**src/hw/rtl/fft_band_spectrum_analyzer_macros.svh**
```systemverilog
`ifndef FFT_BAND_SPECTRUM_ANALYZER_MACROS_SVH
`define FFT_BAND_SPECTRUM_ANALYZER_MACROS_SVH

// same-cycle implication, checked on every rising edge out of reset
`define FBSA_ASSERT_NOW(name, clk, rst, ante, cons, msg) \
   name: assert property (@(posedge clk) disable iff (rst) (ante) |-> (cons)) \
      else $error(msg);

// next-cycle implication, checked on every rising edge out of reset
`define FBSA_ASSERT_NEXT(name, clk, rst, ante, cons, msg) \
   name: assert property (@(posedge clk) disable iff (rst) (ante) |=> (cons)) \
      else $error(msg);

`endif

```
**src/hw/rtl/fbsa_pkg.sv**
```systemverilog
package fbsa_pkg;

   localparam int IN_W    = 64;
   localparam int OUT_W   = 32;
   localparam int DATA_W  = 32;
   localparam int PROD_W  = 64;
   localparam int MONO_W  = 17;
   localparam int COEF_W  = 16;
   localparam int ROOT_W  = 32;
   localparam int SUM_W   = 36;
   localparam int DIVR_W  = 4;
   localparam int LEVEL_W = 24;
   localparam int BAND_W  = 4;
   localparam int BIN_W   = 6;
   localparam int BAND_TAB = 16;

   localparam logic [LEVEL_W-1:0] LEVEL_MAX = 24'h800000;

   // first and last fft bin of each band
   localparam logic [BIN_W-1:0] BAND_FIRST [BAND_TAB] = '{
      6'd1, 6'd2, 6'd3, 6'd4, 6'd5, 6'd6, 6'd7, 6'd9,
      6'd11, 6'd13, 6'd16, 6'd20, 6'd24, 6'd29, 6'd35, 6'd41};
   localparam logic [BIN_W-1:0] BAND_LAST [BAND_TAB] = '{
      6'd1, 6'd2, 6'd3, 6'd4, 6'd5, 6'd6, 6'd8, 6'd10,
      6'd12, 6'd15, 6'd19, 6'd23, 6'd28, 6'd34, 6'd40, 6'd48};

   typedef enum logic [2:0] {
      ST_FILL, ST_WIN, ST_BFLY, ST_MAG, ST_ROOT, ST_DIV, ST_OUT
   } fbsa_state_type;

   // sin(pi/2 * t) for t in q30, odd polynomial, clamped to [0, 1.0]
   function automatic longint quarter_sine(input longint t);
      longint sq;
      longint p;
      sq = (t * t) >>> 30;
      p = -64'sd3864;
      p = 64'sd172272 + ((p * sq) >>> 30);
      p = -64'sd5026995 + ((p * sq) >>> 30);
      p = 64'sd85569306 + ((p * sq) >>> 30);
      p = -64'sd693598668 + ((p * sq) >>> 30);
      p = 64'sd1686629713 + ((p * sq) >>> 30);
      p = (p * t) >>> 30;
      if (p < 0) p = 0;
      if (p > 64'sd1073741824) p = 64'sd1073741824;
      return p;
   endfunction

   // sine of a 32-bit turn phase, q30
   function automatic longint sine_q30(input logic [31:0] ph);
      longint f;
      longint v;
      f = longint'({32'd0, 2'b00, ph[29:0]});
      if (ph[30]) f = 64'sd1073741824 - f;
      v = quarter_sine(f);
      return ph[31] ? -v : v;
   endfunction

   // q30 to q1.15 with rounding and saturation
   function automatic logic signed [COEF_W-1:0] q30_to_q15(input longint v);
      longint r;
      r = (v + 64'sd16384) >>> 15;
      if (r > 64'sd32767) r = 64'sd32767;
      if (r < -64'sd32768) r = -64'sd32768;
      return COEF_W'(r);
   endfunction

   // round a q15-scaled product back to data width
   function automatic logic signed [DATA_W-1:0] round_q15(input logic signed [PROD_W-1:0] v);
      logic signed [PROD_W-1:0] t;
      t = (v + 64'sd16384) >>> 15;
      return t[DATA_W-1:0];
   endfunction

endpackage

```
**src/hw/rtl/fbsa_mul.sv**
```systemverilog
module fbsa_mul (
   input  logic                                clock,
   input  logic signed [fbsa_pkg::DATA_W-1:0]  mul_a,
   input  logic signed [fbsa_pkg::DATA_W-1:0]  mul_b,
   output logic signed [fbsa_pkg::PROD_W-1:0]  mul_p
);
   import fbsa_pkg::*;

   logic signed [PROD_W-1:0] prod_ff;

   // registered signed product
   always_ff @(posedge clock) begin
      prod_ff <= mul_a * mul_b;
   end

   assign mul_p = prod_ff;

endmodule

```
**config.mk**
```make
export PLATFORM = sky130hd
export DESIGN_NAME = fbsa_mul
export DESIGN_NICKNAME = d
export VERILOG_FILES = /design/src/hw/rtl/fft_band_spectrum_analyzer_macros.svh /design/src/hw/rtl/fbsa_pkg.sv /design/src/hw/rtl/fbsa_mul.sv
export SDC_FILE = /design/constraint.sdc
export NUM_CORES = 2
export LEC_CHECK = 0
export BUFFER_PORTS_ARGS = -buffer_cell sky130_fd_sc_hd__buf_4
export CELL_PAD_IN_SITES_DETAIL_PLACEMENT = 0
export CELL_PAD_IN_SITES_GLOBAL_PLACEMENT = 1
export CORE_MARGIN = 10
export CORE_UTILIZATION = 35
export DETAILED_ROUTE_END_ITERATION = 16
export PLACE_DENSITY = 0.68
export SLEW_MARGIN = 10
export SYNTH_ARGS = -nofsm -noshare
export SYNTH_HDL_FRONTEND = slang
export SYNTH_SLANG_ARGS = --single-unit
```
**constraint.sdc**
```tcl
create_clock -name clock -period 10.9 [get_ports clock]
set_clock_uncertainty 0.1 [all_clocks]
set_input_delay 1.09 -clock clock [delete_from_list [all_inputs] [get_ports clock]]
set_output_delay 1.09 -clock clock [all_outputs]
set_load 0.03 [all_outputs]
```
==> flow_results.xml <==
<?xml version="1.0" encoding="UTF-8"?>
<metrics>
  <group name="clocking">
    <metric name="cts_tree" unit="">built</metric>
    <metric name="quantity_of_gates_resized_following_cts" unit="">0</metric>
    <metric name="clock_sinks" unit="">64</metric>
    <metric name="ctsRootBufferMaster" unit="">clkbuf_16</metric>
    <metric name="cts.repair_timing.setup_buffer_count" unit="">0</metric>
    <metric name="clk_pin_slew" unit="ns">0.07</metric>
    <metric name="cts_buffers" unit="">9</metric>
    <metric name="cts_max_level" unit="">3</metric>
    <metric name="ctsHoldBuffers" unit="">0</metric>
    <metric name="cts_max_path_buffers" unit="">2</metric>
  </group>
  <group name="cells_and_area">
    <metric name="largest_register_ff_count" unit="">64</metric>
    <metric name="nets" unit="">5164</metric>
    <metric name="seq_area" unit="um^2">1280</metric>
    <metric name="drive_above_1_share" unit="">0.0459</metric>
    <metric name="multi_input_gate_area" unit="um^2">31600</metric>
    <metric name="final.fill_count" unit="">10700</metric>
    <metric name="area_delta_synth_final" unit="%">6.21</metric>
  </group>
  <group name="sta">
    <metric name="timing.final.max_slew_violations" unit="">0</metric>
    <metric name="setup_viol_count_final" unit="">0</metric>
    <metric name="rsz0062_at_grt" unit="">false</metric>
    <metric name="min_period" unit="ns">9.22</metric>
    <metric name="clock.fmax" unit="GHz">0.108</metric>
    <metric name="timing.final.crit_share" unit="">0.846</metric>
    <metric name="relSlewSlack" unit="">0.432</metric>
    <metric name="worst-slew-pin-transition" unit="ns">0.851</metric>
    <metric name="final.setup.tns" unit="ns">0</metric>
    <metric name="timing_hold_violations_final" unit="">0</metric>
  </group>
  <group name="floorplanning">
    <metric name="die_width" unit="um">346</metric>
    <metric name="chipHeight" unit="um">346</metric>
    <metric name="fp.dieArea" unit="um^2">120000</metric>
    <metric name="num_io_pins" unit="">129</metric>
    <metric name="core_region_area" unit="um^2">105000</metric>
    <metric name="starting_density_of_the_core" unit="">0.353</metric>
    <metric name="std_cell_rows" unit="">119</metric>
  </group>
  <group name="routing">
    <metric name="via_per_inst" unit="">4.84</metric>
    <metric name="drt_wl_cell" unit="um">20.8</metric>
    <metric name="detail-route-antenna-nets" unit="">0</metric>
    <metric name="drt_first_iter_violations" unit="">1345</metric>
    <metric name="detailedRoute.firstPassIterationCount" unit="">5</metric>
    <metric name="drt_wl_total" unit="um">109000</metric>
    <metric name="dr_total_vias" unit="">25300</metric>
    <metric name="drc_errors" unit="">0</metric>
  </group>
  <group name="global_route">
    <metric name="largest_net_degree_at_the_start_of_global_routing" unit="">33</metric>
    <metric name="grt.total_usage" unit="">0.190</metric>
    <metric name="grt_pass1_vias" unit="">29300</metric>
    <metric name="antenna_found_initial" unit="">6</metric>
    <metric name="grt_first_pass_wirelength" unit="um">176000</metric>
    <metric name="grt.overflow.total" unit="">0</metric>
  </group>
  <group name="synth">
    <metric name="synth.net_count" unit="">5215</metric>
    <metric name="synth-edff-count" unit="">0</metric>
    <metric name="syn_avg_cell_area" unit="um^2">9.59</metric>
    <metric name="seq_area_frac_synth" unit="">0.0344</metric>
    <metric name="ys_warn_count" unit="">0</metric>
    <metric name="postSynthCellCount" unit="">3884</metric>
    <metric name="ys_async_sr_fraction" unit="">0</metric>
    <metric name="synthDistinctLibCells" unit="">63</metric>
    <metric name="yosys_register_bits" unit="">64</metric>
    <metric name="ys.flop_type" unit="">dfxtp_1</metric>
    <metric name="netlist_area" unit="um^2">37200</metric>
  </group>
  <group name="place">
    <metric name="port_buffers" unit="">128</metric>
    <metric name="gp_congestion" unit="">0.860</metric>
    <metric name="hpwl" unit="um">87000</metric>
  </group>
  <group name="min_path">
    <metric name="timing.hold.worst.class" unit="">input pin to flip-flop</metric>
  </group>
  <group name="critical_path">
    <metric name="critical_path.top_delay_family" unit="">adder cells</metric>
    <metric name="path_common_cell" unit="">fa_1</metric>
    <metric name="worst_setup_path_start_kind" unit="">input pin</metric>
    <metric name="slowest_stage" unit="">fa_1</metric>
    <metric name="timing.critical_path.buf_inv" unit="">9</metric>
    <metric name="crit_arrival" unit="ns">9.46</metric>
    <metric name="required_time_worst_endpoint" unit="ns">11.14</metric>
    <metric name="criticalPathCategory" unit="">input pin to flip-flop</metric>
    <metric name="cp_max_fo" unit="">32</metric>
    <metric name="end_kind" unit="">flip-flop</metric>
    <metric name="crit_path_max_incr_delay" unit="ns">0.92</metric>
  </group>
  <group name="flow_run">
    <metric name="max-cap-violations" unit="">0</metric>
  </group>
  <group name="status">
    <metric name="run_status" unit="">completed</metric>
  </group>
</metrics>
-- per-stage QoR --
step | util | setup slack (ns) | instances | area [um^2] | hold WS (ns)
2_1_floorplan | - | 2.45 | 3884 | 37200 | 1.12
3_3_place_gp | 0.372 | 1.37 | 5213 | 39300 | 1.42
3_5_place_dp | 0.372 | 1.29 | 5213 | 39300 | 1.42
4_1_cts | 0.375 | 1.69 | 5229 | 39500 | 1.02
5_1_grt | 0.375 | 1.29 | 5229 | 39500 | 1.05
6_report | 0.375 | 1.68 | 5231 | 39600 | 1.05
-- worst paths after layout --
| path | start | end | slack, ns | depth (start not counted) |
|---|---|---|---|---|
| setup / recovery | mul_b[5] | mul_p[62]$_DFF_P_ | 1.68 | 27 |
| hold / removal | mul_a[0] | mul_p[0]$_DFF_P_ | 1.05 | 2 |
-- synth_stat cells (9+ instances only) --
master    count  share of area
nand3_1      15         0.0020
nor2_1       42         0.0042
and2_1      516          0.087
o21ai_0      28         0.0038
xnor2_1      53          0.012
fa_1       1082           0.58
clkbuf_1    195          0.020
xor2_1       22         0.0052
a21oi_1      68         0.0091
inv_1       952          0.096
dfxtp_1      64          0.034
o21bai_1     15         0.0030
a31oi_1      12         0.0020
nand2b_1      9         0.0015
nand2_1     511          0.052
a21o_1       23         0.0046
ha_1        184          0.062
-- cells by family after synthesis --
family	Yosys count	synth area share
AO/OA/AOI/OAI	193	0.0346
adder cells (fa/ha/maj)	1266	0.643
AND/OR/NAND/NOR	1134	0.154
buffers and inverters	1152	0.116
flip-flops	64	0.0344
XOR/XNOR	75	0.0176
-- cell usage in the layout, fill, tap and decap left out, types with 4 or more instances in the layout --
cell,Yosys,routed
buf_4,0,138
and2_1,516,516
nand4_1,7,7
o31ai_1,6,6
o21bai_1,15,15
clkbuf_16,0,9
a21o_1,23,23
o21a_1,4,4
nor2_1,42,42
or3_1,4,4
nand2_1,511,511
nor3_1,6,6
xor2_1,22,22
a21oi_1,68,68
nand3_1,15,15
dfxtp_1,64,64
ha_1,184,184
nand2b_1,9,9
xnor2_1,53,53
o21ai_0,28,28
fa_1,1082,1082
a211oi_1,4,4
a31oi_1,12,12
and3_1,7,7
inv_1,952,952
-- routing by layer --
layer | up-vias | GRT usage | wire (um) | part of all wire
met1 | 13500 | 0.255 | 46600 | 0.43
met2 | 725 | 0.322 | 53600 | 0.49
li1 | 10900 | - | - | -
met5 | - | 0 | 57 | 0.00052
met3 | 137 | 0.0289 | 6190 | 0.057
met4 | 8 | 0.0464 | 2530 | 0.023
-- cell type report --
class	instances	share of cell area
Antenna cell	2	0.000127
Clock buffer	12	0.00648
Clock inverter	4	0.000728
Inverter	952	0.0903
Multi-Input combinational cell	2668	0.800
Sequential cell	64	0.0324
Tap cell	1391	0.0440
Timing Repair Buffer	138	0.0262
Power is left out: the tool's default activity adds up to more than one toggle a clock period on the data nets, which glitch-free logic cannot reach.
