==> src/hw/rtl/fft_band_spectrum_analyzer_macros.svh <==
`ifndef FFT_BAND_SPECTRUM_ANALYZER_MACROS_SVH
`define FFT_BAND_SPECTRUM_ANALYZER_MACROS_SVH

// same-cycle implication, checked on every rising edge out of reset
`define FBSA_ASSERT_NOW(name, clk, rst, ante, cons, msg) \
   name: assert property (@(posedge clk) disable iff (rst) (ante) |-> (cons)) \
      else $error(msg);

// next-cycle implication, checked on every rising edge out of reset
`define FBSA_ASSERT_NEXT(name, clk, rst, ante, cons, msg) \
   name: assert property (@(posedge clk) disable iff (rst) (ante) |=> (cons)) \
      else $error(msg);

`endif

==> src/hw/rtl/fbsa_pkg.sv <==
package fbsa_pkg;

   localparam int IN_W    = 64;
   localparam int OUT_W   = 32;
   localparam int DATA_W  = 32;
   localparam int PROD_W  = 64;
   localparam int MONO_W  = 17;
   localparam int COEF_W  = 16;
   localparam int ROOT_W  = 32;
   localparam int SUM_W   = 36;
   localparam int DIVR_W  = 4;
   localparam int LEVEL_W = 24;
   localparam int BAND_W  = 4;
   localparam int BIN_W   = 6;
   localparam int BAND_TAB = 16;

   localparam logic [LEVEL_W-1:0] LEVEL_MAX = 24'h800000;

   // first and last fft bin of each band
   localparam logic [BIN_W-1:0] BAND_FIRST [BAND_TAB] = '{
      6'd1, 6'd2, 6'd3, 6'd4, 6'd5, 6'd6, 6'd7, 6'd9,
      6'd11, 6'd13, 6'd16, 6'd20, 6'd24, 6'd29, 6'd35, 6'd41};
   localparam logic [BIN_W-1:0] BAND_LAST [BAND_TAB] = '{
      6'd1, 6'd2, 6'd3, 6'd4, 6'd5, 6'd6, 6'd8, 6'd10,
      6'd12, 6'd15, 6'd19, 6'd23, 6'd28, 6'd34, 6'd40, 6'd48};

   typedef enum logic [2:0] {
      ST_FILL, ST_WIN, ST_BFLY, ST_MAG, ST_ROOT, ST_DIV, ST_OUT
   } fbsa_state_type;

   // sin(pi/2 * t) for t in q30, odd polynomial, clamped to [0, 1.0]
   function automatic longint quarter_sine(input longint t);
      longint sq;
      longint p;
      sq = (t * t) >>> 30;
      p = -64'sd3864;
      p = 64'sd172272 + ((p * sq) >>> 30);
      p = -64'sd5026995 + ((p * sq) >>> 30);
      p = 64'sd85569306 + ((p * sq) >>> 30);
      p = -64'sd693598668 + ((p * sq) >>> 30);
      p = 64'sd1686629713 + ((p * sq) >>> 30);
      p = (p * t) >>> 30;
      if (p < 0) p = 0;
      if (p > 64'sd1073741824) p = 64'sd1073741824;
      return p;
   endfunction

   // sine of a 32-bit turn phase, q30
   function automatic longint sine_q30(input logic [31:0] ph);
      longint f;
      longint v;
      f = longint'({32'd0, 2'b00, ph[29:0]});
      if (ph[30]) f = 64'sd1073741824 - f;
      v = quarter_sine(f);
      return ph[31] ? -v : v;
   endfunction

   // q30 to q1.15 with rounding and saturation
   function automatic logic signed [COEF_W-1:0] q30_to_q15(input longint v);
      longint r;
      r = (v + 64'sd16384) >>> 15;
      if (r > 64'sd32767) r = 64'sd32767;
      if (r < -64'sd32768) r = -64'sd32768;
      return COEF_W'(r);
   endfunction

   // round a q15-scaled product back to data width
   function automatic logic signed [DATA_W-1:0] round_q15(input logic signed [PROD_W-1:0] v);
      logic signed [PROD_W-1:0] t;
      t = (v + 64'sd16384) >>> 15;
      return t[DATA_W-1:0];
   endfunction

endpackage

==> src/hw/rtl/fbsa_sqrt.sv <==
module fbsa_sqrt (
   input  logic                          clock,
   input  logic                          reset,
   input  logic                          start,
   input  logic [fbsa_pkg::PROD_W-1:0]   radicand,
   output logic                          done,
   output logic [fbsa_pkg::ROOT_W-1:0]   root
);
   import fbsa_pkg::*;

   localparam int REM_W = ROOT_W + 3;
   localparam int CNT_W = $clog2(ROOT_W);

   logic                busy_ff, busy_in;
   logic                done_ff, done_in;
   logic [CNT_W-1:0]    cnt_ff, cnt_in;
   logic [PROD_W-1:0]   v_ff, v_in;
   logic [REM_W-1:0]    rem_ff, rem_in;
   logic [REM_W-1:0]    rem_sh, trial;
   logic [ROOT_W-1:0]   root_ff, root_in;

   // one result bit per cycle, two radicand bits shifted in
   always_comb begin
      rem_sh  = {rem_ff[REM_W-3:0], v_ff[PROD_W-1 -: 2]};
      trial   = REM_W'({root_ff, 2'b01});
      busy_in = busy_ff;
      done_in = 1'b0;
      cnt_in  = cnt_ff;
      v_in    = v_ff;
      rem_in  = rem_ff;
      root_in = root_ff;
      if (start) begin
         busy_in = 1'b1;
         cnt_in  = '0;
         v_in    = radicand;
         rem_in  = '0;
         root_in = '0;
      end else if (busy_ff) begin
         v_in   = v_ff << 2;
         cnt_in = cnt_ff + CNT_W'(1);
         if (rem_sh >= trial) begin
            rem_in  = rem_sh - trial;
            root_in = {root_ff[ROOT_W-2:0], 1'b1};
         end else begin
            rem_in  = rem_sh;
            root_in = {root_ff[ROOT_W-2:0], 1'b0};
         end
         if (cnt_ff == CNT_W'(ROOT_W - 1)) begin
            busy_in = 1'b0;
            done_in = 1'b1;
         end
      end
   end

   always_ff @(posedge clock) begin
      if (reset) begin
         busy_ff <= 1'b0;
         done_ff <= 1'b0;
      end else begin
         busy_ff <= busy_in;
         done_ff <= done_in;
      end
      cnt_ff  <= cnt_in;
      v_ff    <= v_in;
      rem_ff  <= rem_in;
      root_ff <= root_in;
   end

   assign done = done_ff;
   assign root = root_ff;

endmodule

==> config.mk <==
export PLATFORM = sky130hd
export DESIGN_NAME = fbsa_sqrt
export DESIGN_NICKNAME = d
export VERILOG_FILES = /design/src/hw/rtl/fft_band_spectrum_analyzer_macros.svh /design/src/hw/rtl/fbsa_pkg.sv /design/src/hw/rtl/fbsa_sqrt.sv
export SDC_FILE = /design/constraint.sdc
export NUM_CORES = 1
export LEC_CHECK = 0
export BUFFER_PORTS_ARGS = -buffer_cell sky130_fd_sc_hd__buf_2
export CORE_MARGIN = 5
export CORE_UTILIZATION = 55
export CTS_BUF_LIST = sky130_fd_sc_hd__clkbuf_2 sky130_fd_sc_hd__clkbuf_4 sky130_fd_sc_hd__clkbuf_8
export DETAILED_ROUTE_END_ITERATION = 8
export PLACE_DENSITY = 0.77
export SKIP_LAST_GASP = 1
export SYNTH_ARGS = -nofsm -noshare
export SYNTH_HDL_FRONTEND = slang
export SYNTH_SLANG_ARGS = --single-unit
==> constraint.sdc <==
create_clock -name clock -period 2.74 [get_ports clock]
set_clock_uncertainty 0.1 [all_clocks]
set_input_delay 0.137 -clock clock [delete_from_list [all_inputs] [get_ports clock]]
set_output_delay 0.137 -clock clock [all_outputs]
set_load 0.05 [all_outputs]
==> flow_summary_export.csv, run 1 <==
group,metric,value,unit
layout,area_growth,33.91,%
run_status,outcome,"complete, but fails checks",
layout,instances_no_fill,1210,
placement,routabilityCongestion,0.9647,
timing,hold_viol_final,0,
detailed_routing,drc,0,
detailed_routing,dr_wl_met2,11640,µm
detailed_routing,m1WireLength,9775,µm
global_route,grt_pass1_vias,7022,
setup_path,regToRegEndpoint,"rem_ff[14]",
clock_tree,clkTransAtPathRegs,100,ps
timing,grt_setup_unrepaired,"true",
clock_tree,cts_tree,"yes",
timing,tns,-16.63,ps
floorplanning,num_rows,43,
clock_tree,cts_sinks,136,
setup_path,r2r_start,"root[6]",
setup_path,crit_cells,11,
placement,dp_hpwl,13860,µm
setup_path,crit_arrival,3020,ps
synth,yosysWarnings,0,
timing,maxSlewViolCount,0,
layout,regArea,3433,µm²
timing,fin_crit,2757,ps
synth,synth_area_per_cell,9.794,µm²
layout,multi_input_area,4483,µm²
synth,synth_seq_area_share,42.66,%
setup_path,cpLargestDelayFamily,"compound AO/OA/AOI/OAI gates",
timing,slew_headroom,55.21,%
worst_hold_path,min_from,"start",
power,p_per_area,741.0,nW/µm²
synth,synth_top_cells_by_area,"edfxtp_1 (24%), dfxtp_1 (18%), mux2_2 (9.0%), ha_1 (5.7%), mux2i_1 (4.4%)",
setup_path,crit_path_end_kind,"flip-flop",
timing,max_freq,0.3628,GHz
global_route,antenna_found_initial,0,
synth,synth_edf_count,64,
global_route,grt_pass1_wl,35950,µm
floorplanning,die_h,129.7,µm
worst_hold_path,min_path_cells,3,
setup_path,critPathMaxStageDelay,360,ps
placement,placed_cells,1102,
detailed_routing,met3_length,1323,µm
timing,worst_pin_slew,671.9,ps
synth,async_reset_ff_share,0,%
synth,yosys-top-cells-count,"nor2_1 (92), dfxtp_1 (72), edfxtp_1 (64)",
layout,num_antenna_cells,0,
setup_path,cp.required,3000,ps
clock_tree,cts_buffers,17,
global_route,overflow,0,
synth,synth_nets,908,
power,power_frac_seq,31.4,%
floorplanning,coreArea,13990,µm²
detailed_routing,vias,7113,
global_route,track_usage,27.05,%
setup_path,path_max_fanout,7,
detailed_routing,avgRoutedWirePerCell,19.40,µm
floorplanning,dieWidth,129.7,µm
clock_tree,htree_num_levels,4,
setup_path,cpMostUsedCell,"a21oi_4",
floorplanning,die_area,16830,µm²
timing,fin_crit_sh,100.6,%
power,vdd_drop_max,0.4909,mV
layout,layout.nets,1120,
setup_path,path_buf_inv,2,
detailed_routing,drt-initial-drc-count,636,
layout,fill_cells,941,
global_route,grt_max_degree,136,
layout,fin_area,10560,µm²
power,p_leak,4.284,nW
detailed_routing,wirelength,23470,µm
setup_path,r2r_slack,-20,ps
detailed_routing,viasPerCell,5.879,
setup_path,critPathSlowestCell,"dfxtp_4",
floorplanning,ios,100,
placement,place_area,9066,µm²
worst_hold_path,hp-class,"in2reg",
worst_hold_path,worstHoldEndpoint,"rem_ff[0]",
power,power_frac_clock,23.4,%
detailed_routing,top_layer,"met4",
detailed_routing,ant_nets,0,
synth,ys.flop_type,"dfxtp_1",
placement,io_buffers,99,
clock_tree,cts_root_buf,"clkbuf_8",
setup_path,cp-start-kind,"flip-flop",
layout,drive_above_1_share,36.12,%
synth,yosys_register_bits,136,
power,switching_share,38.24,%
synth,synth_top_area_cell,"edfxtp_1",
clock_tree,clkLatencyLatePin,470,ps
power,power_switching,2.992,mW
synth,synth_cell_types,68,
synth,syn_inst,805,
setup_path,worstPathCellList,"inv_2 -> ha_4 -> a21o_1 -> a211oi_4 -> o2111ai_4 -> a21oi_4 -> a21oi_4 -> o21a_1 -> buf_6 -> or3_1 -> a32o_1",
timing,finalSetupViolations,1,
detailed_routing,dr.pass1.iters,5,
floorplanning,initial_core_util,56.36,%
run_status,violations,"negative setup slack",
setup_path,worst-setup-path-type,"reg2reg",
power,cellInternalPower,4.832,mW
power,comb_power_share,45.1,%
timing,setup_ws,-16.63,ps
synth,synth.top_cell.area_share,24.38,%
setup_path,r2r_cells,11,
flow_run,maxCapViolations,0,
clock_tree,cts_buffer_depth,2,
synth,synth_area,7884,µm²
synth,synth_most_common_cell,"nor2_1",
==> worst reg2reg max path: stages, from the launching register on <==
cell       delay, ps
dfxtp_4          360
inv_2             40
ha_4             240
a21o_1           220
a211oi_4         270
o2111ai_4        190
a21oi_4          220
a21oi_4           80
o21a_1           200
buf_6            140
or3_1            330
a32o_1           260
==> sequential cells by signal (all words and copies together), names as in the netlist <==
signal	flops
root	32
done	1
busy_ff	1
rem_ff	33
v_ff	64
cnt_ff	5
==> final cells by class <==
| cell class | count | area share (%) |
|---|---|---|
| Multi-Input combinational cell | 573 | 42.46 |
| Sequential cell | 136 | 32.52 |
| Timing Repair Buffer | 244 | 17.30 |
| Clock buffer | 17 | 2.216 |
| Tap cell | 180 | 2.133 |
| Clock inverter | 15 | 1.766 |
| Inverter | 45 | 1.600 |
==> metal layers <==
layer	global-route usage [%]	vias up
li1	-	3386
met1	34.39	3399
met2	46.47	274
met3	4.871	54
met4	9.535	0
met5	0	-
==> kinds of logic (layout without fill, tap and decap cells) <==
group           after synthesis  in the layout  synth area share [%]
compound gates              183            183                 16.66
flops                       136            136                 42.66
buf+inv                      96            321                 5.047
simple gates                230            230                 13.59
xor+xnor                     26             26                 2.888
mux                          98             98                 13.44
fa+ha+maj                    36             36                 5.713
==> placed cells by master (no fill, tap or decap), drive strengths merged, types with 4 or more instances in the layout <==
cell         count
a211oi           7
a21o            12
a21oi           35
a311oi          29
a31oi            6
and2             6
and3            10
buf            179
clkbuf          17
dfxtp           72
dlygate4sd3     65
edfxtp          64
ha              36
inv             53
mux2            63
mux2i           35
nand2           34
nand2b           4
nand3           42
nand4           10
nor2            92
nor2b            4
nor3            14
o211ai           4
o21a             9
o21ai           43
o21bai           6
xnor2           17
xor2             9
==> worst max path at each step <==
| stage | slack [ps] | from | endpoint |
|---|---|---|---|
| 2_1_floorplan | -1 | root[12] | rem_ff[14] |
| 3_3_place_gp | -6 | root[6] | rem_ff[26] |
| 3_5_place_dp | -60 | root[24] | rem_ff[26] |
| 4_1_cts | -4 | root[24] | rem_ff[5] |
| 5_1_grt | -100 | root[7] | rem_ff[23] |
| 6_report | -20 | root[6] | rem_ff[14] |
==> timing repair <==
item	4_1_cts	5_1_grt
endpoints found under the setup margin	29	32
endpoints found under the hold margin	66	0
hold buffers	65	0
pin swaps	4	24
gates resized for setup	11	59
buffers inserted	1	10
==> through the flow <==
step                      hold WS (ps)  power [mW]  setup WS (ps)  utilization, %
final                            66.09       7.824         -16.63           75.47
after global routing             72.76       8.223         -97.80           75.47
after CTS                        35.77       7.414         -3.733           72.82
after detailed placement         206.6       5.501         -57.80           64.81
after global placement           203.9       5.463         -5.859           64.81
after floorplan                  109.4       4.531        -0.9948               -
==> power by group through the flow <==
stage          sequential, mW  clock [mW]  combinational [mW]
2_1_floorplan            2.45           0                2.08
3_3_place_gp             2.47           0                2.99
3_5_place_dp             2.47           0                3.03
4_1_cts                  2.43        1.83                3.15
5_1_grt                  2.48        1.94                3.81
6_report                 2.46        1.83                3.53
(Power assumes the default switching activity.)
==> run 2, diff against run 1 <==
--- a/config.mk
+++ b/config.mk
@@ -6,7 +6,7 @@
 export NUM_CORES = 1
 export LEC_CHECK = 0
 export BUFFER_PORTS_ARGS = -buffer_cell sky130_fd_sc_hd__buf_2
-export CORE_MARGIN = 5
+export CORE_MARGIN = 2
 export CORE_UTILIZATION = 55
 export CTS_BUF_LIST = sky130_fd_sc_hd__clkbuf_2 sky130_fd_sc_hd__clkbuf_4 sky130_fd_sc_hd__clkbuf_8
 export DETAILED_ROUTE_END_ITERATION = 8
==> run 2 against run 1 <==
- count of clock-buffer cells in the layout unchanged
- total power increased by 2.5%
- first-iteration DRC count decreased by 1.7%
- critical path depth unchanged
- utilization increased by 1.8 points
- non-clock buffer count increased by 10
- wire length increased by 1.3%
- final cell count increased by 0.91%
- global-route usage increased by 3.1 points
- final area increased by 2.0%
- the run now ends clean
==> flow_summary_export.csv, run 2 (same netlist as run 1, synthesis figures left out) <==
group,metric,value,unit
floorplanning,num_rows,43,
power,power,8.017,mW
floorplanning,ios,100,
global_route,grt_pass1_vias,6907,
floorplanning,initial_core_util,56.58,%
floorplanning,die_h,123.7,µm
detailed_routing,drc,0,
clock_tree,cts_buffer_depth,2,
setup_path,crit_arrival,2990,ps
detailed_routing,ant_nets,0,
flow_run,maxCapViolations,0,
setup_path,worst-setup-path-type,"reg2reg",
detailed_routing,avgRoutedWirePerCell,19.48,µm
timing,grt_setup_unrepaired,"true",
global_route,track_usage,30.17,%
layout,layout.nets,1130,
timing,max_freq,0.3661,GHz
layout,drive_above_1_share,38.08,%
clock_tree,clkLatencyLatePin,470,ps
layout,top_register,"v_ff",
setup_path,critPathSlowestCell,"dfxtp_1",
setup_path,path_max_fanout,15,
global_route,grt_pass1_wl,35330,µm
layout,instances_no_fill,1221,
floorplanning,die_area,15310,µm²
timing,tns,0,ps
setup_path,cp.required,3000,ps
clock_tree,cts_sinks,136,
timing,worst_pin_slew,792.7,ps
setup_path,critPathMaxStageDelay,440,ps
global_route,antenna_found_initial,0,
clock_tree,cts_root_buf,"clkbuf_8",
detailed_routing,vias,7306,
placement,dp_hpwl,13690,µm
detailed_routing,wirelength,23780,µm
layout,fill_cells,897,
layout,layout_commonest_cell,"buf_2",
run_status,outcome,"finished, final reports clean",
power,p_per_area,744.5,nW/µm²
clock_tree,clkTransAtPathRegs,80,ps
global_route,overflow,0,
timing,fin_hold_ws,142.4,ps
clock_tree,cts_buffers,17,
setup_path,cpLargestDelayFamily,"compound AO/OA/AOI/OAI gates",
floorplanning,dieWidth,123.7,µm
clock_tree,htree_num_levels,4,
layout,area_growth,36.60,%
placement,routabilityCongestion,1.021,
timing,maxSlewViolCount,0,
floorplanning,coreArea,13930,µm²
timing,hold_viol_final,0,
timing,slew_headroom,47.15,%
placement,place_area,9124,µm²
timing,fin_crit,2731,ps
clock_tree,cts_tree,"yes",
power,p_leak,4.360,nW
setup_path,path_buf_inv,2,
detailed_routing,viasPerCell,5.984,
power,vdd_drop_max,0.4732,mV
global_route,grt_max_degree,74,
placement,placed_cells,1113,
timing,fin_crit_sh,99.68,%
detailed_routing,drt-initial-drc-count,625,
setup_path,crit_path_end_kind,"flip-flop",
placement,io_buffers,99,
worst_hold_path,hp-class,"in2reg",
layout,largest_register_ffs,64,
layout,mostFrequentLayoutCells,"buf_2 (98), nor2_1 (90), buf_4 (81)",
layout,fin_area,10770,µm²
timing,finalSetupViolations,0,
setup_path,cp-start-kind,"flip-flop",
setup_path,worstPathCellList,"ha_4 -> a21oi_2 -> o21a_1 -> o2111ai_4 -> a21oi_4 -> a21oi_4 -> buf_6 -> o21ai_4 -> buf_6 -> nand3_1 -> a311oi_1",
detailed_routing,dr.pass1.iters,5,
run 2: layer usage:
layer	up-vias	GRT usage, %	routed length, µm
met2	320	51.00	11850
met4	0	9.162	620
met3	56	6.868	1602
met5	-	0	0
met1	3510	38.53	9711
li1	3420	-	-
run 2: per-stage QoR:
step | setup slack, ps | utilization, %
after floorplan | -0.9948 | -
after global placement | -40.32 | 65.48
after detailed placement | -135.7 | 65.48
after CTS | -39.25 | 73.40
after global routing | -142.2 | 77.27
final | 8.768 | 77.28
run 2: final cells by class:
class,count,area (µm²),area share [%]
diodes,1,2.502,0.02324
flip-flops and latches,136,3433,31.88
multi-input cells,573,4627,42.96
repair buffers,254,1888,17.53
inverters,45,168.9,1.568
clock buffers,17,234.0,2.173
clock inverters,15,190.2,1.766
well taps,180,225.2,2.091
run 2: worst reg2reg max path, cell delays in order, from the launching register on:
cell and delay, ps:
dfxtp_1 440, ha_4 260, a21oi_2 210, o21a_1 220, o2111ai_4 170, a21oi_4 210, a21oi_4 80, buf_6 130
o21ai_4 190, buf_6 210, nand3_1 120, a311oi_1 300
run 2: timing repair:
item	CTS	global route
endpoints found under the hold margin	66	0
resized for setup	7	82
pin swaps	6	21
cloned	0	1
setup buffers	0	9
hold buffers	65	0
endpoints found under the setup margin	9	34
run 2: power by group:
group / leakage, nW / total (mW) / switching [mW] / internal [mW]
registers: 1.25 / 2.47 / 0.143 / 2.33
logic: 2.90 / 3.70 / 1.94 / 1.75
clock network: 0.213 / 1.85 / 0.926 / 0.924
total: 4.36 / 8.02 / 3.01 / 5.01
run 2: worst paths after layout:
path                      to       start  slack [ps]  cells after the start
setup / recovery   rem_ff[5]  rem_ff[12]           9                     11
setup reg to reg   rem_ff[5]  rem_ff[12]           9                     11
hold reg to reg   rem_ff[31]  rem_ff[31]         380                      2
hold / removal       root[3]       start         140                      2
