### src/hw/rtl/fft_band_spectrum_analyzer_macros.svh
`ifndef FFT_BAND_SPECTRUM_ANALYZER_MACROS_SVH
`define FFT_BAND_SPECTRUM_ANALYZER_MACROS_SVH

// same-cycle implication, checked on every rising edge out of reset
`define FBSA_ASSERT_NOW(name, clk, rst, ante, cons, msg) \
   name: assert property (@(posedge clk) disable iff (rst) (ante) |-> (cons)) \
      else $error(msg);

// next-cycle implication, checked on every rising edge out of reset
`define FBSA_ASSERT_NEXT(name, clk, rst, ante, cons, msg) \
   name: assert property (@(posedge clk) disable iff (rst) (ante) |=> (cons)) \
      else $error(msg);

`endif

### src/hw/rtl/fbsa_pkg.sv
package fbsa_pkg;

   localparam int IN_W    = 64;
   localparam int OUT_W   = 32;
   localparam int DATA_W  = 32;
   localparam int PROD_W  = 64;
   localparam int MONO_W  = 17;
   localparam int COEF_W  = 16;
   localparam int ROOT_W  = 32;
   localparam int SUM_W   = 36;
   localparam int DIVR_W  = 4;
   localparam int LEVEL_W = 24;
   localparam int BAND_W  = 4;
   localparam int BIN_W   = 6;
   localparam int BAND_TAB = 16;

   localparam logic [LEVEL_W-1:0] LEVEL_MAX = 24'h800000;

   // first and last fft bin of each band
   localparam logic [BIN_W-1:0] BAND_FIRST [BAND_TAB] = '{
      6'd1, 6'd2, 6'd3, 6'd4, 6'd5, 6'd6, 6'd7, 6'd9,
      6'd11, 6'd13, 6'd16, 6'd20, 6'd24, 6'd29, 6'd35, 6'd41};
   localparam logic [BIN_W-1:0] BAND_LAST [BAND_TAB] = '{
      6'd1, 6'd2, 6'd3, 6'd4, 6'd5, 6'd6, 6'd8, 6'd10,
      6'd12, 6'd15, 6'd19, 6'd23, 6'd28, 6'd34, 6'd40, 6'd48};

   typedef enum logic [2:0] {
      ST_FILL, ST_WIN, ST_BFLY, ST_MAG, ST_ROOT, ST_DIV, ST_OUT
   } fbsa_state_type;

   // sin(pi/2 * t) for t in q30, odd polynomial, clamped to [0, 1.0]
   function automatic longint quarter_sine(input longint t);
      longint sq;
      longint p;
      sq = (t * t) >>> 30;
      p = -64'sd3864;
      p = 64'sd172272 + ((p * sq) >>> 30);
      p = -64'sd5026995 + ((p * sq) >>> 30);
      p = 64'sd85569306 + ((p * sq) >>> 30);
      p = -64'sd693598668 + ((p * sq) >>> 30);
      p = 64'sd1686629713 + ((p * sq) >>> 30);
      p = (p * t) >>> 30;
      if (p < 0) p = 0;
      if (p > 64'sd1073741824) p = 64'sd1073741824;
      return p;
   endfunction

   // sine of a 32-bit turn phase, q30
   function automatic longint sine_q30(input logic [31:0] ph);
      longint f;
      longint v;
      f = longint'({32'd0, 2'b00, ph[29:0]});
      if (ph[30]) f = 64'sd1073741824 - f;
      v = quarter_sine(f);
      return ph[31] ? -v : v;
   endfunction

   // q30 to q1.15 with rounding and saturation
   function automatic logic signed [COEF_W-1:0] q30_to_q15(input longint v);
      longint r;
      r = (v + 64'sd16384) >>> 15;
      if (r > 64'sd32767) r = 64'sd32767;
      if (r < -64'sd32768) r = -64'sd32768;
      return COEF_W'(r);
   endfunction

   // round a q15-scaled product back to data width
   function automatic logic signed [DATA_W-1:0] round_q15(input logic signed [PROD_W-1:0] v);
      logic signed [PROD_W-1:0] t;
      t = (v + 64'sd16384) >>> 15;
      return t[DATA_W-1:0];
   endfunction

endpackage

### src/hw/rtl/fbsa_div.sv
module fbsa_div (
   input  logic                          clock,
   input  logic                          reset,
   input  logic                          start,
   input  logic [fbsa_pkg::SUM_W-1:0]    dividend,
   input  logic [fbsa_pkg::DIVR_W-1:0]   divisor,
   output logic                          done,
   output logic [fbsa_pkg::SUM_W-1:0]    quotient
);
   import fbsa_pkg::*;

   localparam int CNT_W = $clog2(SUM_W);

   logic                busy_ff, busy_in;
   logic                done_ff, done_in;
   logic [CNT_W-1:0]    cnt_ff, cnt_in;
   logic [SUM_W-1:0]    q_ff, q_in;
   logic [DIVR_W-1:0]   rem_ff, rem_in;
   logic [DIVR_W-1:0]   div_ff, div_in;
   logic [DIVR_W:0]     rem_sh;
   logic                ge;

   // restoring division, one quotient bit per cycle
   always_comb begin
      rem_sh  = {rem_ff, q_ff[SUM_W-1]};
      ge      = rem_sh >= {1'b0, div_ff};
      busy_in = busy_ff;
      done_in = 1'b0;
      cnt_in  = cnt_ff;
      q_in    = q_ff;
      rem_in  = rem_ff;
      div_in  = div_ff;
      if (start) begin
         busy_in = 1'b1;
         cnt_in  = '0;
         q_in    = dividend;
         rem_in  = '0;
         div_in  = divisor;
      end else if (busy_ff) begin
         q_in   = {q_ff[SUM_W-2:0], ge};
         rem_in = ge ? DIVR_W'(rem_sh - {1'b0, div_ff}) : rem_sh[DIVR_W-1:0];
         cnt_in = cnt_ff + CNT_W'(1);
         if (cnt_ff == CNT_W'(SUM_W - 1)) begin
            busy_in = 1'b0;
            done_in = 1'b1;
         end
      end
   end

   always_ff @(posedge clock) begin
      if (reset) begin
         busy_ff <= 1'b0;
         done_ff <= 1'b0;
      end else begin
         busy_ff <= busy_in;
         done_ff <= done_in;
      end
      cnt_ff <= cnt_in;
      q_ff   <= q_in;
      rem_ff <= rem_in;
      div_ff <= div_in;
   end

   assign done     = done_ff;
   assign quotient = q_ff;

endmodule

### config.mk
export PLATFORM = sky130hd
export DESIGN_NAME = fbsa_div
export DESIGN_NICKNAME = d
export VERILOG_FILES = /design/src/hw/rtl/fft_band_spectrum_analyzer_macros.svh /design/src/hw/rtl/fbsa_pkg.sv /design/src/hw/rtl/fbsa_div.sv
export SDC_FILE = /design/constraint.sdc
export NUM_CORES = 1
export LEC_CHECK = 0
export BUFFER_PORTS_ARGS = -buffer_cell sky130_fd_sc_hd__buf_2
export CORE_UTILIZATION = 53
export CTS_CLUSTER_DIAMETER = 60
export CTS_CLUSTER_SIZE = 8
export DETAILED_ROUTE_END_ITERATION = 10
export GPL_TIMING_DRIVEN = 1
export PLACE_DENSITY = 0.91
export SLEW_MARGIN = 20
export SYNTH_ARGS = -nofsm -noshare
export SYNTH_HDL_FRONTEND = slang
export SYNTH_SLANG_ARGS = --single-unit
### constraint.sdc
create_clock -name clock -period 5.1 [get_ports clock]
set_clock_uncertainty 0.2 [all_clocks]
set_input_delay 0.255 -clock clock [delete_from_list [all_inputs] [get_ports clock]]
set_output_delay 0.255 -clock clock [all_outputs]
set_load 0.02 [all_outputs]
==> results.sh, run 1 <==
export IMPL_outcome="completed"
export IMPL_placementRows=23
export IMPL_die_area_um2=4606
export IMPL_cts_resized=0
export IMPL_clockBufferDepth=2
export IMPL_design_core_area_um2=4086
export IMPL_die_height_um=67.87
export IMPL_clk_latency_ns=0.31
export IMPL_synth_cell_types=30
export IMPL_setup_viol=0
export IMPL_pre_cts_ws_ns=2.598
export IMPL_crit_start="div_ff[1]"
export IMPL_die_x_um=67.87
export IMPL_crit_path_end_kind="flip-flop"
export IMPL_hpwl_um=2915
export IMPL_rsz0062_at_grt="false"
export IMPL_cts_root_buffer="clkbuf_8"
export IMPL_maxCapViolCount=0
export IMPL_synth_edf_count=40
export IMPL_hold_ws_ns=0.04699
export IMPL_synth_top_area_share_pct=52.23
export IMPL_drive_above_1_share_pct=53.53
export IMPL_wl_um=4327
export IMPL_yosys_top_cells_area="edfxtp_1 52%, mux2_2 18%, dfxtp_1 10%, ha_1 2.7%, xor2_1 1.5%"
export IMPL_final_util_pct=71.59
export IMPL_crit_required_ns=4.96
export IMPL_drc_errors=0
export IMPL_power_density_nw_per_um2=350.0
export IMPL_worstReg2RegStart="div_ff[1]"
export IMPL_drv_slew=0
export IMPL_gp_congestion=0.7974
export IMPL_fillCellCount=272
export IMPL_antenna_cells=0
export IMPL_postCtsSetupRepairBufs=0
export IMPL_cts_buffers=5
export IMPL_wl_per_cell_um=14.87
export IMPL_start_util_pct=56.28
export IMPL_critical_path_class="flip-flop to flip-flop"
export IMPL_fin_nets=289
export IMPL_worst_slack_ns=2.969
export IMPL_syn_to_final_growth_pct=27.20
export IMPL_worstMarginPinSlew_ns=0.8362
export IMPL_period_share_pct=41.79
export IMPL_antenna_found_initial=0
export IMPL_min_from="dividend[35]"
export IMPL_critPathLaunchType="flip-flop"
export IMPL_fin_crit_ns=2.131
export IMPL_grt_first_pass_wirelength_um=6810
export IMPL_tns_ns=0
export IMPL_grt_pass1_vias=1537
export IMPL_syn_mean_instance_area_um2=14.84
export IMPL_grt_max_degree=55
export IMPL_crit_fanout=5
export IMPL_ys_warn_count=0
export IMPL_synth_top_area_cell="edfxtp_1"
export IMPL_grt_overflow=0
export IMPL_final_common_cell="buf_2"
export IMPL_arrival_ns=1.99
export IMPL_tritoncts="done"
export IMPL_cts_sinks=52
export IMPL_synth_cells=155
export IMPL_hold_viol_final=0
export IMPL_vias=1559
export IMPL_leakagePower_nw=1.234
export IMPL_async_flop_share_pct=0
export IMPL_drtPass1Iterations=4
export IMPL_netlist_area_um2=2300
export IMPL_fmax_mhz=469.2
export IMPL_synthFlopType="edfxtp_1"
export IMPL_clk_pin_slew_ns=0.10
export IMPL_synthesis_nets=204
export IMPL_ant_nets=0
export IMPL_place_port_buffers=79
export IMPL_synth_seq_cells=52
export IMPL_h_tree_depth=2
export IMPL_drt_iter0_markers=58
export IMPL_slew_headroom_pct=44.25
export IMPL_io_pins=80
export IMPL_grt_usage_pct=21.01
export IMPL_max_vdd_ir_drop_uv=234.5
export IMPL_vias_per_cell=5.357
export IMPL_hp_class="input pin to flip-flop"
export IMPL_mostFrequentLayoutCells="79 x buf_2, 40 x edfxtp_1, 36 x mux2_2"
export IMPL_ys_seq_area_share_pct=62.68
-- power by group --
part           switching, mW  leakage [nW]  total, mW  internal [mW]
clock network          0.130        0.0645      0.303          0.173
registers             0.0240         0.499      0.530          0.506
logic                  0.105         0.670      0.191         0.0863
total                  0.259          1.23       1.02          0.765
-- final timing paths --
path | endpoint | slack [ns] | cells after the start
setup / recovery | quotient[0] | 2.97 | 6
hold / removal | quotient[35] | 0.05 | 2
setup reg to reg | quotient[0] | 2.97 | 6
hold reg to reg | done | 0.29 | 2
-- flip-flops by register name (all words and copies together), names as in the netlist --
signal and count:
busy_ff 1, done 1, div_ff 4, cnt_ff 6
rem_ff 4, quotient 36
-- routing by layer --
layer  wire [um]  GRT usage (%)
met1        1802          26.14
met2        2111          32.92
met3         329          7.667
met4          83          9.115
met5           0              0
-- through the flow --
step | power (mW) | std cells | cell area [um^2]
3_3_place_gp | 0.7182 | 277 | 2729
2_1_floorplan | 0.6590 | 155 | 2300
3_5_place_dp | 0.7243 | 277 | 2729
4_1_cts | 1.027 | 290 | 2905
6_report | 1.024 | 291 | 2925
5_1_grt | 1.065 | 291 | 2925
-- what timing repair did --
item,in CTS,in global routing
setup endpoints to repair,0,0
hold buffers,5,0
endpoints found under the hold margin,6,0
-- worst max-delay path: stages, from the launching register on --
cell	delay, ns
edfxtp_1	0.42
inv_1	0.08
ha_1	0.23
nor2b_1	0.16
o221a_4	0.27
or2_4	0.26
mux2_2	0.26
-- cell usage after synthesis, types with 3 or more instances --
master / n
clkbuf_1: 5
dfxtp_1: 12
edfxtp_1: 40
ha_1: 5
inv_1: 6
mux2_2: 36
nand2_1: 5
nand4_1: 3
nor2_1: 8
nor4b_1: 3
o21ai_0: 3
xor2_1: 4
-- cells by family after synthesis --
group	synth area share [%]
multiplexers	18.06
AND/OR/NAND/NOR	6.856
XOR/XNOR	1.904
AO/OA/AOI/OAI	4.679
buffers and inverters	2.231
flip-flops	62.68
adder cells (fa/ha/maj)	3.591
-- final cells by class --
type                            instances  area [um^2]  area share [%]
Sequential cell                        52         1441           49.27
Multi-Input combinational cell         90        807.0           27.59
Clock buffer                            7        96.34           3.293
Tap cell                               50        62.56           2.139
Inverter                                6        22.52          0.7699
Timing Repair Buffer                   85        465.4           15.91
Clock inverter                          1        30.03           1.027
Note: power is estimated with default switching activity, not from simulation.
==> run 2: changes to the inputs <==
--- a/config.mk
+++ b/config.mk
@@ -5,13 +5,14 @@
 export SDC_FILE = /design/constraint.sdc
 export NUM_CORES = 1
 export LEC_CHECK = 0
+export ABC_AREA = 1
 export BUFFER_PORTS_ARGS = -buffer_cell sky130_fd_sc_hd__buf_2
-export CORE_UTILIZATION = 53
+export CORE_UTILIZATION = 49
 export CTS_CLUSTER_DIAMETER = 60
 export CTS_CLUSTER_SIZE = 8
 export DETAILED_ROUTE_END_ITERATION = 10
 export GPL_TIMING_DRIVEN = 1
-export PLACE_DENSITY = 0.91
+export PLACE_DENSITY = 0.85
 export SLEW_MARGIN = 20
 export SYNTH_ARGS = -nofsm -noshare
 export SYNTH_HDL_FRONTEND = slang
==> constraint.sdc (replaced) <==
create_clock -name clock -period 2.2 [get_ports clock]
set_clock_uncertainty 0.2 [all_clocks]
set_input_delay 0.11 -clock clock [delete_from_list [all_inputs] [get_ports clock]]
set_output_delay 0.11 -clock clock [all_outputs]
set_load 0.02 [all_outputs]
==> run 2 against run 1 <==
The flow now finishes with violations (DRC). Via count is 33% higher. Critical path depth is 1 higher. First-iteration DRC count is 120% higher. Register-to-register slack worse by 2.5 ns. Die area is 8.5% higher. Combinational power grew to 2.6 times the previous value. Fmax is 26% higher. Synthesized cell count is 59% higher. Total power is 130% higher. Non-clock buffer count is 39 higher. Worst setup slack worse by 2.5 ns. Clock power is 110% higher.
==> results.sh, run 2 <==
export IMPL_grt_pass1_vias=1965
export IMPL_cpMostUsedCell="nand2_1"
export IMPL_vias_per_cell=4.908
export IMPL_synthFlopType="edfxtp_1"
export IMPL_power_density_nw_per_um2=718.9
export IMPL_crit_path_end_kind="flip-flop"
export IMPL_fillCellCount=320
export IMPL_synth_cells=247
export IMPL_drtPass1Iterations=7
export IMPL_postCtsHoldBufs=41
export IMPL_crit_chain="inv_1, ha_1, fa_1, xor2_1, nand2_1, nand3_1, nand2_1"
export IMPL_tritoncts="done"
export IMPL_netlist_area_um2=2312
export IMPL_drc_errors=10
export IMPL_syn_to_final_growth_pct=41.77
export IMPL_p_total_mw=2.357
export IMPL_critPathLaunchType="flip-flop"
export IMPL_cts_root_buffer="clkbuf_8"
export IMPL_ys_seq_area_share_pct=62.34
export IMPL_grt_overflow=0
export IMPL_synth_seq_cells=52
export IMPL_synth_edf_count=40
export IMPL_h_tree_depth=2
export IMPL_ant_nets=0
export IMPL_clockBufferDepth=2
export IMPL_start_util_pct=52.03
export IMPL_die_x_um=70.70
export IMPL_synth_top_area_cell="edfxtp_1"
export IMPL_slew_headroom_pct=54.08
export IMPL_max_vdd_ir_drop_uv=384.9
export IMPL_fin_crit_ns=1.694
export IMPL_maxCapViolCount=0
export IMPL_wl_per_cell_um=13.16
export IMPL_crit_required_ns=2.20
export IMPL_vias=2076
export IMPL_hpwl_um=3296
export IMPL_cts_buffers=5
export IMPL_outcome="finished, violations left"
export IMPL_cts_sinks=52
export IMPL_die_area_um2=4998
export IMPL_ys_warn_count=0
export IMPL_grt_usage_pct=22.96
export IMPL_drt_iter0_markers=126
export IMPL_violations="DRC"
export IMPL_hold_ws_ns=0.06780
export IMPL_drv_slew=0
export IMPL_clk_pin_slew_ns=0.09
export IMPL_hold_viol_final=0
export IMPL_drive_above_1_share_pct=25.88
export IMPL_synthTopCellsByCount="126 x nand2_1, 40 x edfxtp_1, 14 x inv_1"
export IMPL_post_place_cells=374
export IMPL_max_stage_delay_ns=0.39
export IMPL_clk_latency_ns=0.30
export IMPL_grt_first_pass_wirelength_um=8873
export IMPL_synth_cell_types=25
export IMPL_io_pins=80
export IMPL_antenna_found_initial=0
export IMPL_design_core_area_um2=4444
export IMPL_postCtsSetupRepairBufs=0
export IMPL_synthesis_nets=296
export IMPL_fin_nets=419
export IMPL_setup_viol=0
export IMPL_syn_mean_instance_area_um2=9.361
export IMPL_yosys_top_cells_area="edfxtp_1 52%, nand2_1 20%, dfxtp_1 10%, ha_1 2.7%, inv_1 2.3%"
export IMPL_critical_path_class="flip-flop to flip-flop"
export IMPL_final_common_cell="nand2_1"
export IMPL_placementRows=24
export IMPL_gp_congestion=0.8433
export IMPL_tns_ns=0
export IMPL_synth_most_common_cell="nand2_1"
export IMPL_fmax_mhz=590.5
export IMPL_critPathSlowestCell="fa_1"
export IMPL_arrival_ns=1.70
export IMPL_mostFrequentLayoutCells="126 x nand2_1, 79 x buf_2, 41 x dlygate4sd3_1"
export IMPL_async_flop_share_pct=0
export IMPL_final_util_pct=73.76
export IMPL_antenna_cells=0
export IMPL_rsz0062_at_grt="false"
export IMPL_leakagePower_nw=1.607
export IMPL_die_height_um=70.70
export IMPL_multiInputGateArea_um2=769.5
export IMPL_worstMarginPinSlew_ns=0.6878
export IMPL_cts_resized=0
export IMPL_period_share_pct=76.98
export IMPL_wl_um=5567
export IMPL_crit_fanout=2
export IMPL_fin_cells=423
export IMPL_hp_class="input pin to flip-flop"
export IMPL_grt_max_degree=42
export IMPL_place_port_buffers=79
export IMPL_synth_top_area_share_pct=51.95
export IMPL_seqCellArea_um2=1441
export IMPL_largest_register_ffs=36
[run 2: cell types whose count changed in the layout (fill, tap and decap cells not counted), moves of 3 or more]
| cell | change |
|---|---|
| o21ai_0 | -3 |
| nand3_1 | +9 |
| xor2_1 | -3 |
| o21ai_1 | +4 |
| clkinv_1 | +3 |
| nor3_1 | +3 |
| mux2_2 | -36 |
| buf_4 | +4 |
| dlygate4sd3_1 | +36 |
| nor4b_1 | -3 |
| inv_1 | +8 |
| nand2_1 | +121 |
[run 2: power by group]
group / total (mW) / switching [mW] / internal, mW
clock network: 0.631 / 0.299 / 0.332
registers: 1.22 / 0.0524 / 1.17
logic: 0.505 / 0.298 / 0.208
total: 2.36 / 0.650 / 1.71
[run 2: final timing paths]
kind                                   start   endpoint  slack, ns  cells past startpoint
worst max register to register  quotient[35]  rem_ff[2]       0.51                      7
worst min register to register     rem_ff[3]  rem_ff[3]       0.26                      2
worst min-delay path                   start  div_ff[1]       0.07                      1
worst max-delay path            quotient[35]  rem_ff[2]       0.51                      7
[run 2: logic make-up after synthesis]
| kind of cell | Yosys count | synth area share, % |
|---|---|---|
| flops | 52 | 62.34 |
| compound gates | 10 | 2.381 |
| buf+inv | 24 | 4.382 |
| fa+ha+maj | 6 | 3.571 |
| xor+xnor | 1 | 0.3789 |
| simple gates | 154 | 26.95 |
[run 2: cell type report]
type | instances | share of cell area [%]
inverters | 16 | 1.832
multi-input cells | 171 | 23.47
repair buffers | 124 | 25.50
clock inverters | 3 | 1.145
clock buffers | 5 | 2.099
flip-flops and latches | 52 | 43.97
well taps | 52 | 1.985
[run 2: per-stage QoR]
step	setup WS (ns)	cell area, um^2
floorplan	0.3620	2312
global placement	0.6113	2761
detailed placement	0.5173	2761
CTS	0.4986	3278
global route	0.4154	3278
finish	0.5064	3278
[run 2: worst max-delay path: cells and delay by family (launching register included)]
family | cells | cell delay (ns)
adders and majority gates | 2 | 0.62
DFF | 1 | 0.38
and+or+nand+nor | 3 | 0.18
xor gates and xnor gates | 1 | 0.14
buffers and inverters | 1 | 0.08
[run 2: layer usage]
| layer | wire length [um] | vias to the layer above | track usage (%) |
|---|---|---|---|
| met5 | 0 | - | 0 |
| met4 | 48 | 0 | 5.333 |
| met3 | 377 | 7 | 5.698 |
| met2 | 2751 | 83 | 40.81 |
| met1 | 2390 | 947 | 28.26 |
| li1 | - | 1039 | - |
==> run 3: changes to the inputs <==
--- a/config.mk
+++ b/config.mk
@@ -7,12 +7,12 @@
 export LEC_CHECK = 0
 export ABC_AREA = 1
 export BUFFER_PORTS_ARGS = -buffer_cell sky130_fd_sc_hd__buf_2
-export CORE_UTILIZATION = 49
+export CORE_UTILIZATION = 45
 export CTS_CLUSTER_DIAMETER = 60
 export CTS_CLUSTER_SIZE = 8
 export DETAILED_ROUTE_END_ITERATION = 10
 export GPL_TIMING_DRIVEN = 1
-export PLACE_DENSITY = 0.85
+export PLACE_DENSITY = 0.83
 export SLEW_MARGIN = 20
 export SYNTH_ARGS = -nofsm -noshare
 export SYNTH_HDL_FRONTEND = slang
==> constraint.sdc (replaced) <==
create_clock -name clock -period 1.5 [get_ports clock]
set_clock_uncertainty 0.2 [all_clocks]
set_input_delay 0.075 -clock clock [delete_from_list [all_inputs] [get_ports clock]]
set_output_delay 0.075 -clock clock [all_outputs]
set_load 0.02 [all_outputs]
==> run 3 against run 2 <==
The flow finishes with violations (setup timing). Routed wire length up 11%. Fmax up 5.8%. Clock-buffer cell count unchanged. Total power up 47%. Combinational power up 70%. Global-route usage up 1.2 points. Register-to-register slack worse by 0.61 ns. First-iteration DRC count up 38%. Sequential cell count unchanged. Die area up 8.6%. Worst setup slack worse by 0.61 ns. Non-clock buffer count up 12.
==> results.sh, run 3 (synthesis gave the netlist of run 2 again) <==
export IMPL_drv_slew=0
export IMPL_dpl_cell_area_um2=2908
export IMPL_fin_crit_ns=1.600
export IMPL_clkPwrFrac_pct=22.9
export IMPL_placementRows=25
export IMPL_maxCapViolCount=0
export IMPL_clk_pin_slew_ns=0.09
export IMPL_drt_met1_wl_um=2504
export IMPL_tritoncts="done"
export IMPL_drc_errors=0
export IMPL_critPathSlowestCell="edfxtp_1"
export IMPL_hp_class="input pin to flip-flop"
export IMPL_p_int_mw=2.427
export IMPL_die_height_um=73.68
export IMPL_antenna_found_initial=0
export IMPL_mostFrequentLayoutCells="124 x nand2_1, 79 x buf_2, 43 x dlygate4sd3_1"
export IMPL_cts_buffers=5
export IMPL_arrival_ns=1.61
export IMPL_largest_register_ffs=36
export IMPL_hpwl_um=3680
export IMPL_rsz0062_at_grt="true"
export IMPL_p_total_mw=3.458
export IMPL_wl_per_cell_um=13.77
export IMPL_wl_met2_um=3272
export IMPL_clk_latency_ns=0.31
export IMPL_syn_to_final_growth_pct=50.76
export IMPL_period_share_pct=106.7
export IMPL_post_place_cells=397
export IMPL_path_delay_family="adder cells"
export IMPL_slew_headroom_pct=85.73
export IMPL_crit_buf_inv=0
export IMPL_critical_path_class="flip-flop to flip-flop"
export IMPL_cpMostUsedCell="nand2_1"
export IMPL_drtPass1Iterations=5
export IMPL_outcome="finished, violations left"
export IMPL_grt_first_pass_wirelength_um=9798
export IMPL_cts_root_buffer="clkbuf_8"
export IMPL_crit_path_end_kind="flip-flop"
export IMPL_setup_viol=4
export IMPL_grt_usage_pct=24.20
export IMPL_drive_above_1_share_pct=32.38
export IMPL_io_pins=80
export IMPL_crit_chain="ha_4, fa_2, xor2_1, nand2_1, nand3_1, nand2_1"
export IMPL_violations="setup timing"
export IMPL_worstMarginPinSlew_ns=0.2138
export IMPL_worst_slack_ns=-0.1003
export IMPL_vias_per_cell=4.838
export IMPL_gp_congestion=0.8521
export IMPL_place_port_buffers=79
export IMPL_fillCellCount=347
export IMPL_highest_layer="met4"
export IMPL_power_density_nw_per_um2=991.9
export IMPL_max_vdd_ir_drop_uv=762.9
export IMPL_die_area_um2=5429
export IMPL_vias=2177
export IMPL_die_x_um=73.68
export IMPL_swShare_pct=29.81
export IMPL_p_switching_mw=1.031
export IMPL_final_common_cell="nand2_1"
export IMPL_hold_viol_final=0
export IMPL_max_stage_delay_ns=0.44
export IMPL_multiInputGateArea_um2=838.3
export IMPL_dr_wl_met3_um=353
export IMPL_design_core_area_um2=4848
export IMPL_grt_overflow=0
export IMPL_ant_nets=0
export IMPL_fin_nets=431
export IMPL_seqCellArea_um2=1444
export IMPL_pwr_share_comb_pct=24.9
export IMPL_grt_pass1_vias=2177
export IMPL_h_tree_depth=2
export IMPL_antenna_cells=0
export IMPL_drt_iter0_markers=174
export IMPL_fin_area_um2=3486
export IMPL_fin_cells=450
export IMPL_clockBufferDepth=2
export IMPL_cts_sinks=52
export IMPL_wl_um=6197
export IMPL_crit_required_ns=1.51
export IMPL_critPathLaunchType="flip-flop"
export IMPL_start_util_pct=47.69
export IMPL_fmax_mhz=624.9
export IMPL_seq_power_share_pct=52.2
export IMPL_rrSetupSlack_ns=-0.10
export IMPL_leakagePower_nw=1.669
export IMPL_crit_fanout=2
export IMPL_grt_max_degree=42
-- run 3: area by class of cell --
type | count | area share, %
clock buffer | 5 | 1.974
tap | 67 | 2.405
multi-input combinational | 171 | 24.05
inverter | 16 | 1.831
clock inverter | 3 | 0.5384
sequential | 52 | 41.42
timing repair buffer | 136 | 27.78
-- run 3: tightest hold or removal path, stage by stage --
cell and delay (ns):
buf_2 0.16, nor2_4 0.06, buf_4 0.15, nand2_1 0.05, nand2_1 0.04
-- run 3: timing repair --
| action | CTS | global route |
|---|---|---|
| setup endpoints to repair | 5 | 5 |
| setup buffers | 1 | 1 |
| pin swaps | 7 | 12 |
| gates resized for setup | 6 | 4 |
| hold buffers | 43 | 0 |
| hold endpoints to repair | 43 | 0 |
-- run 3: worst paths after layout --
kind               end  startpoint  cells after the start
min          rem_ff[3]       start                      5
max reg2reg  rem_ff[2]   div_ff[0]                      6
max          rem_ff[2]   div_ff[0]                      6
min reg2reg  rem_ff[3]   rem_ff[3]                      2
-- run 3: power groups by stage --
| stage | clock [mW] | sequential, mW | combinational [mW] |
|---|---|---|---|
| global route | 0.866 | 1.82 | 0.936 |
| finish | 0.792 | 1.80 | 0.861 |
| global placement | 0 | 1.82 | 0.691 |
| CTS | 0.809 | 1.80 | 0.831 |
| floorplan | 0 | 1.95 | 0.300 |
| detailed placement | 0 | 1.82 | 0.719 |
-- run 3: per-stage QoR --
stage / TNS [ns] / hold WS (ns) / setup WS, ns / util (%)
final: -0.2771 / 0.08642 / -0.1003 / 71.90
after global routing: -0.6555 / 0.09212 / -0.1560 / 71.90
after CTS: -0.3176 / 0.08831 / -0.1093 / 71.46
after detailed placement: -0.5279 / 0.05815 / -0.1429 / 59.97
after global placement: -0.1841 / 0.05772 / -0.07023 / 59.97
after floorplan: -4.546 / -0.04793 / -0.1427 / -
-- run 3: per-layer routing --
layer  track usage, %  vias to the layer above
met5                0                        -
met4            6.624                        0
met3            5.213                        7
met2            44.04                       86
met1            28.69                     1015
li1                 -                     1069
